File: src/rtl/tcpq_pkg.sv
package tcpq_pkg;

   localparam int DEPTH       = 64;
   localparam int NUM_CLASSES = 3;
   localparam int PTR_W       = (DEPTH > 1) ? $clog2(DEPTH) : 1;
   localparam int CNT_W       = $clog2(DEPTH + 1);
   localparam int SUM_W       = CNT_W + 2;
   localparam int ADDR_W      = $clog2(NUM_CLASSES * DEPTH);
   localparam int ID_W        = 16;
   localparam int CLS_W       = 2;
   localparam int STATUS_W    = 3;

   localparam logic OP_ENQUEUE = 1'b0;
   localparam logic OP_SERVE   = 1'b1;

   localparam logic [CLS_W-1:0] CLS_GENERAL = 2'd0;
   localparam logic [CLS_W-1:0] CLS_SENIOR  = 2'd1;
   localparam logic [CLS_W-1:0] CLS_VIP     = 2'd2;
   localparam logic [CLS_W-1:0] CLS_INVALID = 2'd3;

   typedef enum logic [STATUS_W-1:0] {
      ST_ENQUEUED = 3'd0,
      ST_SERVED   = 3'd1,
      ST_EMPTY    = 3'd2,
      ST_FULL     = 3'd3,
      ST_INVALID  = 3'd4
   } status_type;

   typedef struct packed {
      logic              wr_en;
      logic [ADDR_W-1:0] addr;
      status_type        status;
      logic [CLS_W-1:0]  cls;
   } cmd_type;

   typedef struct packed {
      logic [SUM_W-1:0] total;
      logic [SUM_W-1:0] occ_sum;
   } fill_type;

   function automatic logic [ADDR_W-1:0] slot_addr(input logic [CLS_W-1:0] c,
                                                   input logic [PTR_W-1:0] p);
      slot_addr = ADDR_W'(c) * ADDR_W'(DEPTH) + ADDR_W'(p);
   endfunction

   function automatic logic [PTR_W-1:0] next_ptr(input logic [PTR_W-1:0] p);
      next_ptr = (p == PTR_W'(DEPTH - 1)) ? '0 : p + PTR_W'(1);
   endfunction

endpackage

File: src/rtl/tcpq_sched.sv
module tcpq_sched (
   input  logic                      clock,
   input  logic                      reset,
   input  logic                      req_fire,
   input  logic                      op,
   input  logic [1:0]                priority_class,
   output tcpq_pkg::cmd_type         cmd,
   output tcpq_pkg::fill_type        fill
);
   import tcpq_pkg::*;

   logic [PTR_W-1:0] head_ff [NUM_CLASSES];
   logic [PTR_W-1:0] head_in [NUM_CLASSES];
   logic [PTR_W-1:0] tail_ff [NUM_CLASSES];
   logic [PTR_W-1:0] tail_in [NUM_CLASSES];
   logic [CNT_W-1:0] occ_ff  [NUM_CLASSES];
   logic [CNT_W-1:0] occ_in  [NUM_CLASSES];
   logic [CNT_W-1:0] total_ff;
   logic [CNT_W-1:0] total_in;
   logic [CLS_W-1:0] pick;
   logic             any;

   always_comb begin
      any  = 1'b1;
      pick = CLS_VIP;
      priority if (occ_ff[2] != '0) begin
         pick = CLS_VIP;
      end else if (occ_ff[1] != '0) begin
         pick = CLS_SENIOR;
      end else if (occ_ff[0] != '0) begin
         pick = CLS_GENERAL;
      end else begin
         any = 1'b0;
      end
   end

   always_comb begin
      head_in  = head_ff;
      tail_in  = tail_ff;
      occ_in   = occ_ff;
      total_in = total_ff;
      cmd      = '{wr_en: 1'b0, addr: '0, status: ST_EMPTY, cls: '0};
      unique case (op)
         OP_ENQUEUE: begin
            priority if (priority_class == CLS_INVALID) begin
               cmd.status = ST_INVALID;
            end else if (total_ff >= CNT_W'(DEPTH)) begin
               cmd.status = ST_FULL;
            end else begin
               cmd.status              = ST_ENQUEUED;
               cmd.wr_en               = 1'b1;
               cmd.addr                = slot_addr(priority_class,
                                                   tail_ff[priority_class]);
               tail_in[priority_class] = next_ptr(tail_ff[priority_class]);
               occ_in[priority_class]  = occ_ff[priority_class] + CNT_W'(1);
               total_in                = total_ff + CNT_W'(1);
            end
         end
         OP_SERVE: begin
            if (any) begin
               cmd.status    = ST_SERVED;
               cmd.cls       = pick;
               cmd.addr      = slot_addr(pick, head_ff[pick]);
               head_in[pick] = next_ptr(head_ff[pick]);
               occ_in[pick]  = occ_ff[pick] - CNT_W'(1);
               total_in      = total_ff - CNT_W'(1);
            end
         end
         default: begin
            cmd.status = ST_EMPTY;
         end
      endcase
   end

   always_ff @(posedge clock) begin
      if (reset) begin
         for (int i = 0; i < NUM_CLASSES; i++) begin
            head_ff[i] <= '0;
            tail_ff[i] <= '0;
            occ_ff[i]  <= '0;
         end
         total_ff <= '0;
      end else if (req_fire) begin
         head_ff  <= head_in;
         tail_ff  <= tail_in;
         occ_ff   <= occ_in;
         total_ff <= total_in;
      end
   end

   assign fill.total   = SUM_W'(total_ff);
   assign fill.occ_sum = SUM_W'(occ_ff[0]) + SUM_W'(occ_ff[1]) + SUM_W'(occ_ff[2]);

endmodule

File: src/rtl/three_class_priority_queue.sv
// Three-class strict priority queue (general, senior, VIP).
// Request channel (req_*): req_op 0 enqueues req_passenger_id into the FIFO
// of req_priority_class; req_op 1 serves the oldest entry of the highest
// non-empty class. The three classes share a pool of DEPTH entries, held in
// one single-port-write, one-read identifier memory of 3*DEPTH words.
// Response channel (rsp_*): exactly one item per request, carrying
// rsp_status (enqueued, served, empty, full, invalid class) and, when
// served, the identifier and its class; both are zero otherwise.
// Latency: the response is valid in the cycle after the request is taken.
// Throughput: one request per cycle; the pointer and count update and the
// memory access of a request all happen at its accepting edge, and the
// memory read data register doubles as the response register.
// Stall: while a response waits on rsp_ready low, req_ready is low; it rises
// again in the cycle the response is taken, so no bubble is inserted.
// Reset: clears all pointers and counts; the queue is empty and no response
// is pending. Memory contents are not cleared and need not be.
module three_class_priority_queue (
   input  logic        clock,
   input  logic        reset,
   input  logic        req_valid,
   output logic        req_ready,
   input  logic        req_op,
   input  logic [15:0] req_passenger_id,
   input  logic [1:0]  req_priority_class,
   output logic        rsp_valid,
   input  logic        rsp_ready,
   output logic [2:0]  rsp_status,
   output logic [15:0] rsp_served_id,
   output logic [1:0]  rsp_served_class
);
   import tcpq_pkg::*;

   logic              req_fire;
   cmd_type           cmd;
   fill_type          fill;
   logic [ID_W-1:0]   id_mem [NUM_CLASSES * DEPTH];
   logic [ID_W-1:0]   rd_data_ff;
   logic              rsp_valid_ff;
   logic              rsp_valid_in;
   status_type        status_ff;
   logic [CLS_W-1:0]  class_ff;

   assign req_ready = !rsp_valid_ff || rsp_ready;
   assign req_fire  = req_valid && req_ready;

   tcpq_sched u_sched (
      .clock          (clock),
      .reset          (reset),
      .req_fire       (req_fire),
      .op             (req_op),
      .priority_class (req_priority_class),
      .cmd            (cmd),
      .fill           (fill)
   );

   always_ff @(posedge clock) begin
      if (req_fire && cmd.wr_en) begin
         id_mem[cmd.addr] <= req_passenger_id;
      end
      if (req_fire) begin
         rd_data_ff <= id_mem[cmd.addr];
         status_ff  <= cmd.status;
         class_ff   <= cmd.cls;
      end
   end

   always_comb begin
      rsp_valid_in = rsp_valid_ff;
      if (req_fire) begin
         rsp_valid_in = 1'b1;
      end else if (rsp_ready) begin
         rsp_valid_in = 1'b0;
      end
   end

   always_ff @(posedge clock) begin
      if (reset) begin
         rsp_valid_ff <= 1'b0;
      end else begin
         rsp_valid_ff <= rsp_valid_in;
      end
   end

   assign rsp_valid        = rsp_valid_ff;
   assign rsp_status       = status_ff;
   assign rsp_served_id    = (status_ff == ST_SERVED) ? rd_data_ff : '0;
   assign rsp_served_class = (status_ff == ST_SERVED) ? class_ff : '0;

   assert property (@(posedge clock) disable iff (reset)
      fill.total <= SUM_W'(DEPTH))
      else $error("pool occupancy exceeds depth");

   assert property (@(posedge clock) disable iff (reset)
      fill.occ_sum == fill.total)
      else $error("class occupancies disagree with pool occupancy");

   assert property (@(posedge clock) disable iff (reset)
      req_fire && req_op == OP_ENQUEUE && req_priority_class != CLS_INVALID
      && fill.total < SUM_W'(DEPTH)
      |=> fill.total == $past(fill.total) + SUM_W'(1) && rsp_status == ST_ENQUEUED)
      else $error("accepted enqueue not counted");

   assert property (@(posedge clock) disable iff (reset)
      req_fire && req_op == OP_SERVE && fill.total == '0
      |=> rsp_status == ST_EMPTY && fill.total == '0)
      else $error("serve on empty pool not reported as empty");

endmodule

File: config.mk
export PLATFORM = sky130hd
export DESIGN_NAME = three_class_priority_queue
export DESIGN_NICKNAME = d
export VERILOG_FILES = /design/src/rtl/tcpq_pkg.sv /design/src/rtl/tcpq_sched.sv /design/src/rtl/three_class_priority_queue.sv
export SDC_FILE = /design/constraint.sdc
export NUM_CORES = 2
export LEC_CHECK = 0
export ABC_CLOCK_PERIOD_IN_PS = 8670
export BUFFER_PORTS_ARGS = -buffer_cell sky130_fd_sc_hd__buf_2
export CORE_ASPECT_RATIO = 1.1
export CORE_MARGIN = 8
export CORE_UTILIZATION = 60
export DETAILED_ROUTE_END_ITERATION = 10
export GPL_ROUTABILITY_DRIVEN = 1
export HOLD_SLACK_MARGIN = 0.05
export PLACE_DENSITY_LB_ADDON = 0.12
export SYNTH_ARGS = -nofsm -noshare
export SYNTH_HDL_FRONTEND = slang
export SYNTH_HIERARCHICAL = 1
export SYNTH_SLANG_ARGS = --single-unit
File: constraint.sdc
create_clock -name clock -period 8.67 [get_ports clock]
set_input_delay 1.734 -clock clock [delete_from_list [all_inputs] [get_ports clock]]
set_output_delay 1.734 -clock clock [all_outputs]
set_load 0.005 [all_outputs]
==> qor.txt <==
clock-pin slew on the worst setup and hold paths: 0.06 ns
Final HPWL DP: 199300 um
first-pass GRT wire length: 466800 um
Residual DRC: 0
clk sink count: 3158
drt via density: 6.880
final WL: 332800 um
Cells after DPL: 8502
flop-to-flop setup slack: 1.64 ns
pin count of the biggest net entering global routing: 114
post-cts resize count: 0
Layout Skew: 0.05095 ns
Synth Warn #: 6
clk_lat worst skew: 0.95 ns
Root Buffer Master: clkbuf_16
DRT iter0 DRCs: 8386
vias in the first global route: 61600
CP required: 9.44 ns
Layout Nets: 6128
worst slew pin tran: 1.386 ns
fmax: 142.3 MHz
Worst R2R Start: u_sched/occ_ff[15]$_SDFFE_PP0P_
Hold-fix buffers, CTS: 0
Die X-Extent: 446.7 um
register area: 94180 um^2
die area: 218800 um^2
Die H: 489.7 um
synthesized area: 122400 um^2
GPL Wtd Cong: 0.9024
Post-CTS Setup Bufs: 0
share of layout cells above drive strength 1: 25.98%
row count: 174
final hold viol count: 0
gr ovfl total: 0
WS Path Type: reg2reg
RSZ-0062 raised after global routing: false
syn_area_per_cell: 21.25 um^2
slew margin rel.: 7.584%
via count: 62270
Tmin final: 7.027 ns
# port buffers: 45
Wirelength per Cell: 36.77 um
Finished Core Util: 67.10%
final setup fails: 0
period utilization: 81.04%
Post-Layout Cell Count: 9051
Mapped Nets: 5795
CTS tree: yes
Filler cells: 12910
Min-Delay Path Depth: 2
Core Area: 203600 um^2
worst reg2reg path depth: 15
Critical Path AT: 7.80 ns
CTS buffer count: 318
Hold Startpoint: u_sched/head_ff[13]$_SDFFE_PP0P_
commonest non-fill, non-tap cell in the layout: edfxtp_1
H-tree depth: 5
Leakage: 41.70 nW
DR pass1 iterations: 6
max-slew violation count: 0
antenna violations before repair: 17
Multi-input gate area: 26630 um^2
pwr dens: 264.0 nW/um^2
Hold Path End: u_sched/head_ff[13]$_SDFFE_PP0P_
RR Endpoint: rd_data_ff[7]$_DFFE_PN_
total track usage: 30.25%
DRT antenna net count: 0
initial core utilization: 60.14%
clk buf depth: 4
IO Count: 46
Setup Total Neg Slack: 0 ns
crit end category: flop
CP Launch Type: flop
HP Class: reg2reg
Area Growth Syn to Fin: 11.58%
Peak VDD IR: 0.0002303 V
total of max-cap violations: 0
Post-Synthesis Cells: 5761
status: finished clean
most frequent cells in the layout: edfxtp_1 (3093), mux4_2 (739), clkbuf_16 (329)
CP max FO: 33
worst max-delay path by stage:
stage / startpoint / to / slack [ns] / cells past startpoint
floorplan: req_priority_class[0] / id_mem[153][0]$_DFFE_PP_ / 2.88 / 18
global placement: req_priority_class[1] / rd_data_ff[13]$_DFFE_PN_ / 0.87 / 13
detailed placement: req_priority_class[1] / rd_data_ff[7]$_DFFE_PN_ / 0.95 / 15
CTS: u_sched/occ_ff[15]$_SDFFE_PP0P_ / rd_data_ff[7]$_DFFE_PN_ / 1.39 / 15
global route: u_sched/occ_ff[15]$_SDFFE_PP0P_ / rd_data_ff[7]$_DFFE_PN_ / 1.43 / 15
finish: u_sched/occ_ff[15]$_SDFFE_PP0P_ / rd_data_ff[7]$_DFFE_PN_ / 1.64 / 15
registers in the layout, indices dropped and copies added, names as in the netlist:
| register | count |
|---|---|
| class_ff | 2 |
| id_mem | 3072 |
| rd_data_ff | 16 |
| rsp_status | 3 |
| rsp_valid | 1 |
| u_sched/head_ff | 18 |
| u_sched/occ_ff | 21 |
| u_sched/tail_ff | 18 |
| u_sched/total_ff | 7 |
final cells by class:
type | count | share of cell area, %
diodes | 10 | 0.01832
well taps | 2728 | 2.499
repair buffers | 354 | 2.072
clock buffers | 404 | 6.248
multi-input cells | 2238 | 19.49
inverters | 24 | 0.06779
clock inverters | 135 | 0.6485
flip-flops and latches | 3158 | 68.95
report_power, final:
part	internal, mW	switching (mW)	leakage, nW	total, mW
clock	7.22	5.53	4.59	12.8
sequential	16.9	0.124	28.3	17.0
combinational	2.32	3.99	8.77	6.31
layer usage:
layer	share of wire, %	vias to the layer above	global-route usage (%)
met4	5.0	4	12.94
li1	-	24860	-
met3	11	681	6.774
met1	36	32950	41.05
met5	0.0081	-	0
met2	48	3781	48.21
through the flow:
stage / worst slack [ns] / hold slack (ns) / total power [mW] / cell area (um^2)
2_1_floorplan: 2.877 / 0.4313 / 21.06 / 122400
3_3_place_gp: 0.8731 / 0.4417 / 23.52 / 127100
3_5_place_dp: 0.9514 / 0.4467 / 23.57 / 127100
4_1_cts: 1.393 / 0.4539 / 36.12 / 136600
5_1_grt: 1.430 / 0.4810 / 36.92 / 136600
6_report: 1.643 / 0.4568 / 36.07 / 136600
critical path: stages (launching register included):
cell and delay, ns:
dfxtp_1 0.40, or4_2 0.70, nor2_1 0.55, or4_1 0.22, o221ai_2 0.19, o21ai_4 0.84, buf_4 0.32, buf_4 0.27
buf_4 0.60, buf_4 0.66, mux4_2 0.36, o22ai_1 0.08, a21o_1 0.22, nor4_2 0.79, nand4b_1 0.39, a21boi_0 0.21
No activity file was read; power rests on OpenSTA's default activity.
